## config.mk

```make
export PLATFORM = sky130hd
export DESIGN_NAME = audio_window_statistics_top
export DESIGN_NICKNAME = d
export VERILOG_FILES = /design/src/hdl/aws_pkg.sv /design/src/hdl/audio_window_statistics_top.sv
export SDC_FILE = /design/constraint.sdc
export NUM_CORES = 2
export LEC_CHECK = 0
export ABC_AREA = 0
export ABC_CLOCK_PERIOD_IN_PS = 12500
export BUFFER_PORTS_ARGS = -buffer_cell sky130_fd_sc_hd__buf_2
export CORE_MARGIN = 2
export CORE_UTILIZATION = 45
export CTS_CLUSTER_SIZE = 12
export DETAILED_ROUTE_END_ITERATION = 10
export SLEW_MARGIN = 20
export SYNTH_ARGS = -nofsm -noshare
export SYNTH_HDL_FRONTEND = slang
export SYNTH_SLANG_ARGS = --single-unit
```

## constraint.sdc

```tcl
create_clock -name i_clk -period 12.5 [get_ports i_clk]
set_clock_uncertainty 0.15 [all_clocks]
set_input_delay 0.625 -clock i_clk [delete_from_list [all_inputs] [get_ports i_clk]]
set_output_delay 0.625 -clock i_clk [all_outputs]
set_load 0.1 [all_outputs]
```

## src/hdl/aws_pkg.sv

```systemverilog
// Package: shared types and constants for the audio window statistics block.
package aws_pkg;

    localparam int SAMPLE_W  = 16;
    localparam int CNT_OUT_W = 18;
    localparam int Q8_W      = 24;
    localparam int SQ_W      = 31;
    localparam int MSQ_W     = 48;
    localparam int ROOT_W    = MSQ_W / 2;
    localparam int ROOT_REM_W = ROOT_W + 3;

    localparam logic [SAMPLE_W-1:0]        CLIP_RESET = 16'd32000;
    localparam logic signed [SAMPLE_W-1:0] SAMPLE_MAX = 16'sh7FFF;
    localparam logic signed [SAMPLE_W-1:0] SAMPLE_MIN = 16'sh8000;

    typedef struct packed {
        logic signed [SAMPLE_W-1:0] sample_value;
        logic                       last_sample;
    } t_in;

    typedef struct packed {
        logic [CNT_OUT_W-1:0]       sample_count;
        logic signed [SAMPLE_W-1:0] min_value;
        logic signed [SAMPLE_W-1:0] max_value;
        logic signed [Q8_W-1:0]     mean_q8;
        logic [Q8_W-1:0]            rms_q8;
        logic [CNT_OUT_W-1:0]       zero_count;
        logic [CNT_OUT_W-1:0]       clip_count;
    } t_out;

    typedef enum logic [2:0] {
        S_RUN,
        S_FLUSH,
        S_LDM,
        S_DIVM,
        S_DIVQ,
        S_ROOT,
        S_EMIT
    } t_state;

endpackage

```

## src/hdl/audio_window_statistics_top.sv

```systemverilog
// Top level: windowed min, max, mean, RMS, zero and clip counts over PCM samples.
//
//  channel | direction | beat                 | handshake
//  in      | to block  | t_in  (sample, last) | i_in_valid / o_in_stall
//  out     | from block| t_out (window stats) | o_out_valid / i_out_stall
//  cfg     | to block  | clip threshold       | i_cfg_valid / o_cfg_ready
//
// A new sample is taken every cycle until one with the last flag is accepted;
// a last sample stalls the input through flush, load, mean divide, mean-square divide
// and root on the one shared subtractor, then emit, which waits on a stalled result.
// Reset clears accumulators and sets the threshold to 32000; no clearing pass.
// A stalled result sits in the output register; the next window may fill meanwhile.
module audio_window_statistics_top
    import aws_pkg::*;
#(
    parameter int WINDOW_MAX = 131072
) (
    input  logic                i_clk,
    input  logic                i_rst_n,
    input  logic                i_in_valid,
    output logic                o_in_stall,
    input  t_in                 i_in_data,
    output logic                o_out_valid,
    input  logic                i_out_stall,
    output t_out                o_out_data,
    input  logic                i_cfg_valid,
    output logic                o_cfg_ready,
    input  logic [SAMPLE_W-1:0] i_cfg_data
);

    localparam int CW     = $clog2(WINDOW_MAX + 1);
    localparam int SW     = CW + SAMPLE_W;
    localparam int QW     = CW + SQ_W - 1;
    localparam int MDW    = SW + 8;
    localparam int QDW    = (QW + 16 > MSQ_W) ? QW + 16 : MSQ_W;
    localparam int UW     = (CW + 1 > ROOT_REM_W) ? CW + 1 : ROOT_REM_W;
    localparam int STEP_W = $clog2(QDW + 1);

    t_state r_state, n_state;

    logic [SAMPLE_W-1:0] r_thr;

    logic                       r_p_vld;
    logic signed [SAMPLE_W-1:0] r_p_s;
    logic [SQ_W-1:0]            r_p_sq;
    logic                       r_p_zero;
    logic                       r_p_clip;

    logic [CW-1:0]              r_cnt;
    logic signed [SAMPLE_W-1:0] r_min;
    logic signed [SAMPLE_W-1:0] r_max;
    logic signed [SW-1:0]       r_sum;
    logic [QW-1:0]              r_sq;
    logic [CW-1:0]              r_zero;
    logic [CW-1:0]              r_clip;

    logic [QDW-1:0]    r_dv;
    logic [UW-1:0]     r_rem;
    logic [ROOT_W-1:0] r_root;
    logic [STEP_W-1:0] r_step;
    logic [Q8_W-1:0]   r_mean;

    logic r_out_vld;
    t_out r_out;

    logic                       in_acc;
    logic                       emit_fire;
    logic signed [SAMPLE_W-1:0] s;
    logic [SAMPLE_W:0]          mag;
    logic signed [31:0]         sq_full;
    logic                       sum_neg;
    logic [SW-1:0]              sum_mag;
    logic [MDW-1:0]             mean_dvd;

    logic           u_div;
    logic [UW-1:0]  u_a, u_b, u_diff, n_rem;
    logic           u_borrow;
    logic [QDW-1:0] n_dv;
    logic           m_last, q_last, r_last;
    logic [Q8_W-1:0] q_mean;

    assign o_cfg_ready = 1'b1;
    assign in_acc      = i_in_valid && !o_in_stall;

    // sample front end
    always_comb begin
        s       = i_in_data.sample_value;
        mag     = s[SAMPLE_W-1] ? ((SAMPLE_W+1)'(0) - {1'b1, s}) : {1'b0, s};
        sq_full = 32'(s) * 32'(s);
    end

    // shared subtract unit: divide step or root step
    always_comb begin
        u_div = (r_state != S_ROOT);
        if (u_div) begin
            u_a = UW'({r_rem[CW-1:0], r_dv[QDW-1]});
            u_b = UW'(r_cnt);
        end else begin
            u_a = UW'({r_rem[ROOT_REM_W-3:0], r_dv[QDW-1 -: 2]});
            u_b = UW'({r_root, 2'b01});
        end
        {u_borrow, u_diff} = {1'b0, u_a} - {1'b0, u_b};
        n_rem = u_borrow ? u_a : u_diff;
        n_dv  = u_div ? {r_dv[QDW-2:0], ~u_borrow} : {r_dv[QDW-3:0], 2'b00};
    end

    always_comb begin
        sum_neg  = r_sum[SW-1];
        sum_mag  = sum_neg ? (SW'(0) - SW'(r_sum)) : SW'(r_sum);
        mean_dvd = {sum_mag, 8'd0};
        q_mean   = n_dv[Q8_W-1:0];
        m_last   = (r_step == STEP_W'(MDW - 1));
        q_last   = (r_step == STEP_W'(QDW - 1));
        r_last   = (r_step == STEP_W'(ROOT_W - 1));
    end

    // next state
    always_comb begin
        n_state = r_state;
        unique case (r_state)
            S_RUN:   if (in_acc && i_in_data.last_sample) n_state = S_FLUSH;
            S_FLUSH: n_state = S_LDM;
            S_LDM:   n_state = S_DIVM;
            S_DIVM:  if (m_last) n_state = S_DIVQ;
            S_DIVQ:  if (q_last) n_state = S_ROOT;
            S_ROOT:  if (r_last) n_state = S_EMIT;
            S_EMIT:  if (!r_out_vld || !i_out_stall) n_state = S_RUN;
            default: n_state = S_RUN;
        endcase
    end

    // control outputs
    always_comb begin
        o_in_stall = 1'b1;
        emit_fire  = 1'b0;
        unique case (r_state)
            S_RUN:   o_in_stall = 1'b0;
            S_EMIT:  emit_fire  = !r_out_vld || !i_out_stall;
            default: ;
        endcase
    end

    always_ff @(posedge i_clk) begin
        if (!i_rst_n) begin
            r_state <= S_RUN;
        end else begin
            r_state <= n_state;
        end
    end

    always_ff @(posedge i_clk) begin
        if (!i_rst_n) begin
            r_thr <= CLIP_RESET;
        end else if (i_cfg_valid && o_cfg_ready) begin
            r_thr <= i_cfg_data;
        end
    end

    // sample stage
    always_ff @(posedge i_clk) begin
        if (!i_rst_n) begin
            r_p_vld <= 1'b0;
        end else begin
            r_p_vld <= in_acc;
        end
        if (in_acc) begin
            r_p_s    <= s;
            r_p_sq   <= sq_full[SQ_W-1:0];
            r_p_zero <= (s == '0);
            r_p_clip <= (mag >= {1'b0, r_thr});
        end
    end

    // window accumulators
    always_ff @(posedge i_clk) begin
        if (!i_rst_n || emit_fire) begin
            r_cnt  <= '0;
            r_min  <= SAMPLE_MAX;
            r_max  <= SAMPLE_MIN;
            r_sum  <= '0;
            r_sq   <= '0;
            r_zero <= '0;
            r_clip <= '0;
        end else if (r_p_vld && (r_cnt < CW'(WINDOW_MAX))) begin
            r_cnt  <= r_cnt + CW'(1);
            if (r_p_s < r_min) r_min <= r_p_s;
            if (r_p_s > r_max) r_max <= r_p_s;
            r_sum  <= r_sum + SW'(r_p_s);
            r_sq   <= r_sq + QW'(r_p_sq);
            r_zero <= r_zero + CW'(r_p_zero);
            r_clip <= r_clip + CW'(r_p_clip);
        end
    end

    // divide and root sequencing
    always_ff @(posedge i_clk) begin
        case (r_state)
            S_LDM: begin
                r_dv   <= QDW'(mean_dvd) << (QDW - MDW);
                r_rem  <= '0;
                r_step <= '0;
            end
            S_DIVM: begin
                r_dv   <= n_dv;
                r_rem  <= n_rem;
                r_step <= r_step + STEP_W'(1);
                if (m_last) begin
                    r_mean <= sum_neg ? (Q8_W'(0) - q_mean) : q_mean;
                    r_dv   <= QDW'({r_sq, 16'd0});
                    r_rem  <= '0;
                    r_step <= '0;
                end
            end
            S_DIVQ: begin
                r_dv   <= n_dv;
                r_rem  <= n_rem;
                r_step <= r_step + STEP_W'(1);
                if (q_last) begin
                    r_dv   <= QDW'(n_dv[MSQ_W-1:0]) << (QDW - MSQ_W);
                    r_rem  <= '0;
                    r_root <= '0;
                    r_step <= '0;
                end
            end
            S_ROOT: begin
                r_dv   <= n_dv;
                r_rem  <= n_rem;
                r_root <= {r_root[ROOT_W-2:0], ~u_borrow};
                r_step <= r_step + STEP_W'(1);
            end
            default: ;
        endcase
    end

    // result register
    always_ff @(posedge i_clk) begin
        if (!i_rst_n) begin
            r_out_vld <= 1'b0;
        end else if (emit_fire) begin
            r_out_vld <= 1'b1;
        end else if (!i_out_stall) begin
            r_out_vld <= 1'b0;
        end
        if (emit_fire) begin
            r_out.sample_count <= CNT_OUT_W'(r_cnt);
            r_out.min_value    <= r_min;
            r_out.max_value    <= r_max;
            r_out.mean_q8      <= r_mean;
            r_out.rms_q8       <= r_root;
            r_out.zero_count   <= CNT_OUT_W'(r_zero);
            r_out.clip_count   <= CNT_OUT_W'(r_clip);
        end
    end

    assign o_out_valid = r_out_vld;
    assign o_out_data  = r_out;

`ifndef SYNTHESIS
    a_last_stalls: assert property (@(posedge i_clk) disable iff (!i_rst_n)
        in_acc && i_in_data.last_sample |=> o_in_stall)
        else $error("input taken after last sample of window");

    a_cnt_bound: assert property (@(posedge i_clk) disable iff (!i_rst_n)
        r_cnt <= CW'(WINDOW_MAX))
        else $error("sample count beyond window bound");

    a_rem_bound: assert property (@(posedge i_clk) disable iff (!i_rst_n)
        (r_state == S_DIVM || r_state == S_DIVQ) |-> (r_rem < UW'(r_cnt)))
        else $error("divider remainder not below count");

    a_emit_src: assert property (@(posedge i_clk) disable iff (!i_rst_n)
        $rose(o_out_valid) |-> ($past(r_state) == S_EMIT))
        else $error("result raised outside emit");
`endif

endmodule

```

==> flow_summary.ini <==
[pwr]
p_leak_nw = 16.96
peakVddDrop_mv = 0.2692
power.density_nw_per_um2 = 286.7

[final_layout]
drive_above_1_share_pct = 8.798
n_fill_cell = 7364
final_util_pct = 50.17
num-nets-final = 4311
multi_input_area_um2 = 19930
syn2layout_area_growth_pct = 10.64
regArea_um2 = 13550

[global_route]
globalRouteOverflowTotal = 0
grt_max_degree = 79
grt_pass1_wl_um = 138300
top_usage_layer = met2
antenna_found_initial = 1
gr-usage-met1_pct = 30.07
grt_util_met2_pct = 34.11
first_global_vias = 25240
grt_usage_pct = 20.87
grtUsageMet3_pct = 2.241

[place]
dp_hpwl_um = 62880
port_buffers = 173
gp_congestion = 0.8756
pre_cts_slack_ns = 4.319

[floorplan]
die_w_um = 285.9
die_h_um = 285.9
pin_count = 175
design.die.area_um2 = 81740
start_util_pct = 45.34
core_area_um2 = 78870
rows = 103

[logic_synthesis]
async_flop_share_pct = 0
yosysSeqAreaShare_pct = 37.87
ys_top_cells_by_area = edfxtp_1, fa_1, dfxtp_1, ha_1, nand2_1
yosysUniqueCellTypes = 83
synth_top_cell_by_area = edfxtp_1
synthesis.area_um2 = 35760
synth_nets = 4215
postSynthAreaPerCell_um2 = 9.642
synth_top_area_share_pct = 27.29
synthTopCellsByCount = nand2_1, inv_1, edfxtp_1, a21oi_1, ha_1
yosysMostFrequentCell = nand2_1
synth_top_flop_cell = edfxtp_1
synth-edff-count = 325
synth_cells = 3709
synth_warnings = 0
ys_ff_latch = 514

[worst_setup_path]
crit_chain = buf_2, inv_1, nor2_1, fa_1, inv_1, fa_1, inv_1, fa_1, fa_1, fa_1, inv_1, fa_1, inv_1, ha_1, a21oi_1, nand2_1, a21o_1, or3_1, o21ai_0, o21ai_0, o21ai_0, a21oi_1, a31oi_1
critPathSlowestCell = fa_1
timing.critical_path.buf_inv = 6
cp.arrival_ns = 7.83
crit_path_end_kind = flip-flop
worst_path_largest_cell_delay_ns = 0.56
critPathKind = in -> reg
worstPathMaxFanout = 30
crit_family = adder cells
startpoint_type = input pin
crit_top_cell = fa_1
required_ns = 12.82

[clocking]
path_clk_slew_ns = 0.06
cts_tree = yes
cts_hold_buffers = 0
clkLatencyLatePin_ns = 0.63
post_cts_resized = 0
cts_root_buffer = clkbuf_16
numCtsBuffers = 58
cts.htree.levels = 2
cts.path.max_buffers = 3
post_cts_buffers = 0
cts.sinks = 514

[timing]
fin_ws_ns = 4.995
period_minus_slack_ns = 7.505
drv_slew = 0
relSlewSlack_pct = 30.02
worst_slew_pin_slew_ns = 1.041
rsz0062_at_grt = false
clock.fmax_mhz = 133.2
hold_violations = 0
setup_viol = 0
period_share_pct = 60.04
totalNegativeSetupSlack_ns = 0
finalHoldWorstSlack_ns = 0.07358

[detailed_routing]
firstDrtPassIters = 6
num_vias = 26270
viasPerCell = 5.356
routedWlPerCell_um = 17.51
first_iter_violations = 1883
drc_errors = 0
wl_um = 85900
ant_nets = 0

[outcome]
status = finished clean

[job]
max_cap_viol_count = 0

[worst_hold_path]
hold_path.class = in -> reg
final cells by class:
class	instances	area share (%)
clock buffers	78	4.038
multi-input cells	2570	50.37
diodes	2	0.01265
inverters	459	4.367
clock inverters	30	0.9139
repair buffers	202	2.739
well taps	1050	3.320
flip-flops and latches	514	34.24
worst paths after layout:
check                               startpoint              to  slack (ns)  depth (start not counted)
worst min register to register      r_mean[22]  o_out_data[82]        0.25                          0
worst max-delay path             i_in_data[16]      r_p_sq[30]        5.00                         23
worst min-delay path            i_cfg_data[10]       r_thr[10]        0.07                          3
worst max register to register      r_state[2]      r_mean[18]        5.76                         21
through the flow:
stage	area (um2)	instances	power, mW
after global placement	37600	4795	9.575
after global routing	39560	4904	12.46
after CTS	39560	4903	11.43
final	39570	4905	11.34
after floorplan	35760	3709	8.193
after detailed placement	37600	4795	9.625
kinds of logic (layout without fill, tap and decap cells):
group                    Yosys count  count (layout)  share of synthesized area, %
multiplexers                      31              31                        0.8712
buffers and inverters            625             769                         6.679
adder cells (fa/ha/maj)          468             468                         21.24
flip-flops                       514             514                         37.87
AND/OR/NAND/NOR                 1075            1075                         13.84
other                              1               3                       0.01049
XOR/XNOR                         226             226                         5.535
AO/OA/AOI/OAI                    769             769                         13.94
worst min-delay path, stage by stage:
cell	delay, ns
buf_2	0.08
nand2_1	0.04
o211ai_1	0.07
routing by layer:
layer / vias up / wire length [um]
li1: 12960 / -
met3: 87 / 4047
met5: - / 0
met2: 616 / 39830
met1: 12610 / 40550
met4: 0 / 1470
cell usage in the layout (no fill, tap or decap), types with 33 or more instances in the layout:
master and n:
nand3_1 80, a21o_1 75, xnor2_1 125, nand2_1 469
and2_1 33, o211ai_1 38, inv_1 454, edfxtp_1 325
dfxtp_1 187, a21oi_1 257, nor2_1 232, and3_1 56
ha_1 236, xor2_1 100, a211oi_1 33, clkbuf_16 59
o21ai_0 135, buf_2 173, fa_1 232
sequential cells by signal (all words and copies together), names as in the netlist:
| signal | flops |
|---|---|
| o_out_data | 134 |
| r_p_s | 16 |
| r_root | 24 |
| r_clip | 18 |
| r_p_vld | 1 |
| r_p_zero | 1 |
| r_step | 7 |
| r_min | 16 |
| r_p_clip | 1 |
| r_state | 3 |
| r_max | 16 |
| r_p_sq | 29 |
| r_mean | 24 |
| o_out_valid | 1 |
| r_sum | 34 |
| r_cnt | 18 |
| r_zero | 18 |
| r_rem | 25 |
| r_thr | 16 |
| r_sq | 48 |
| r_dv | 64 |
where the power goes:
part / internal (mW) / switching [mW]
clock network: 1.04 / 0.710
registers: 2.54 / 0.338
logic: 2.72 / 3.99
total: 6.31 / 5.04
Note: power is estimated with default switching activity, not from simulation.
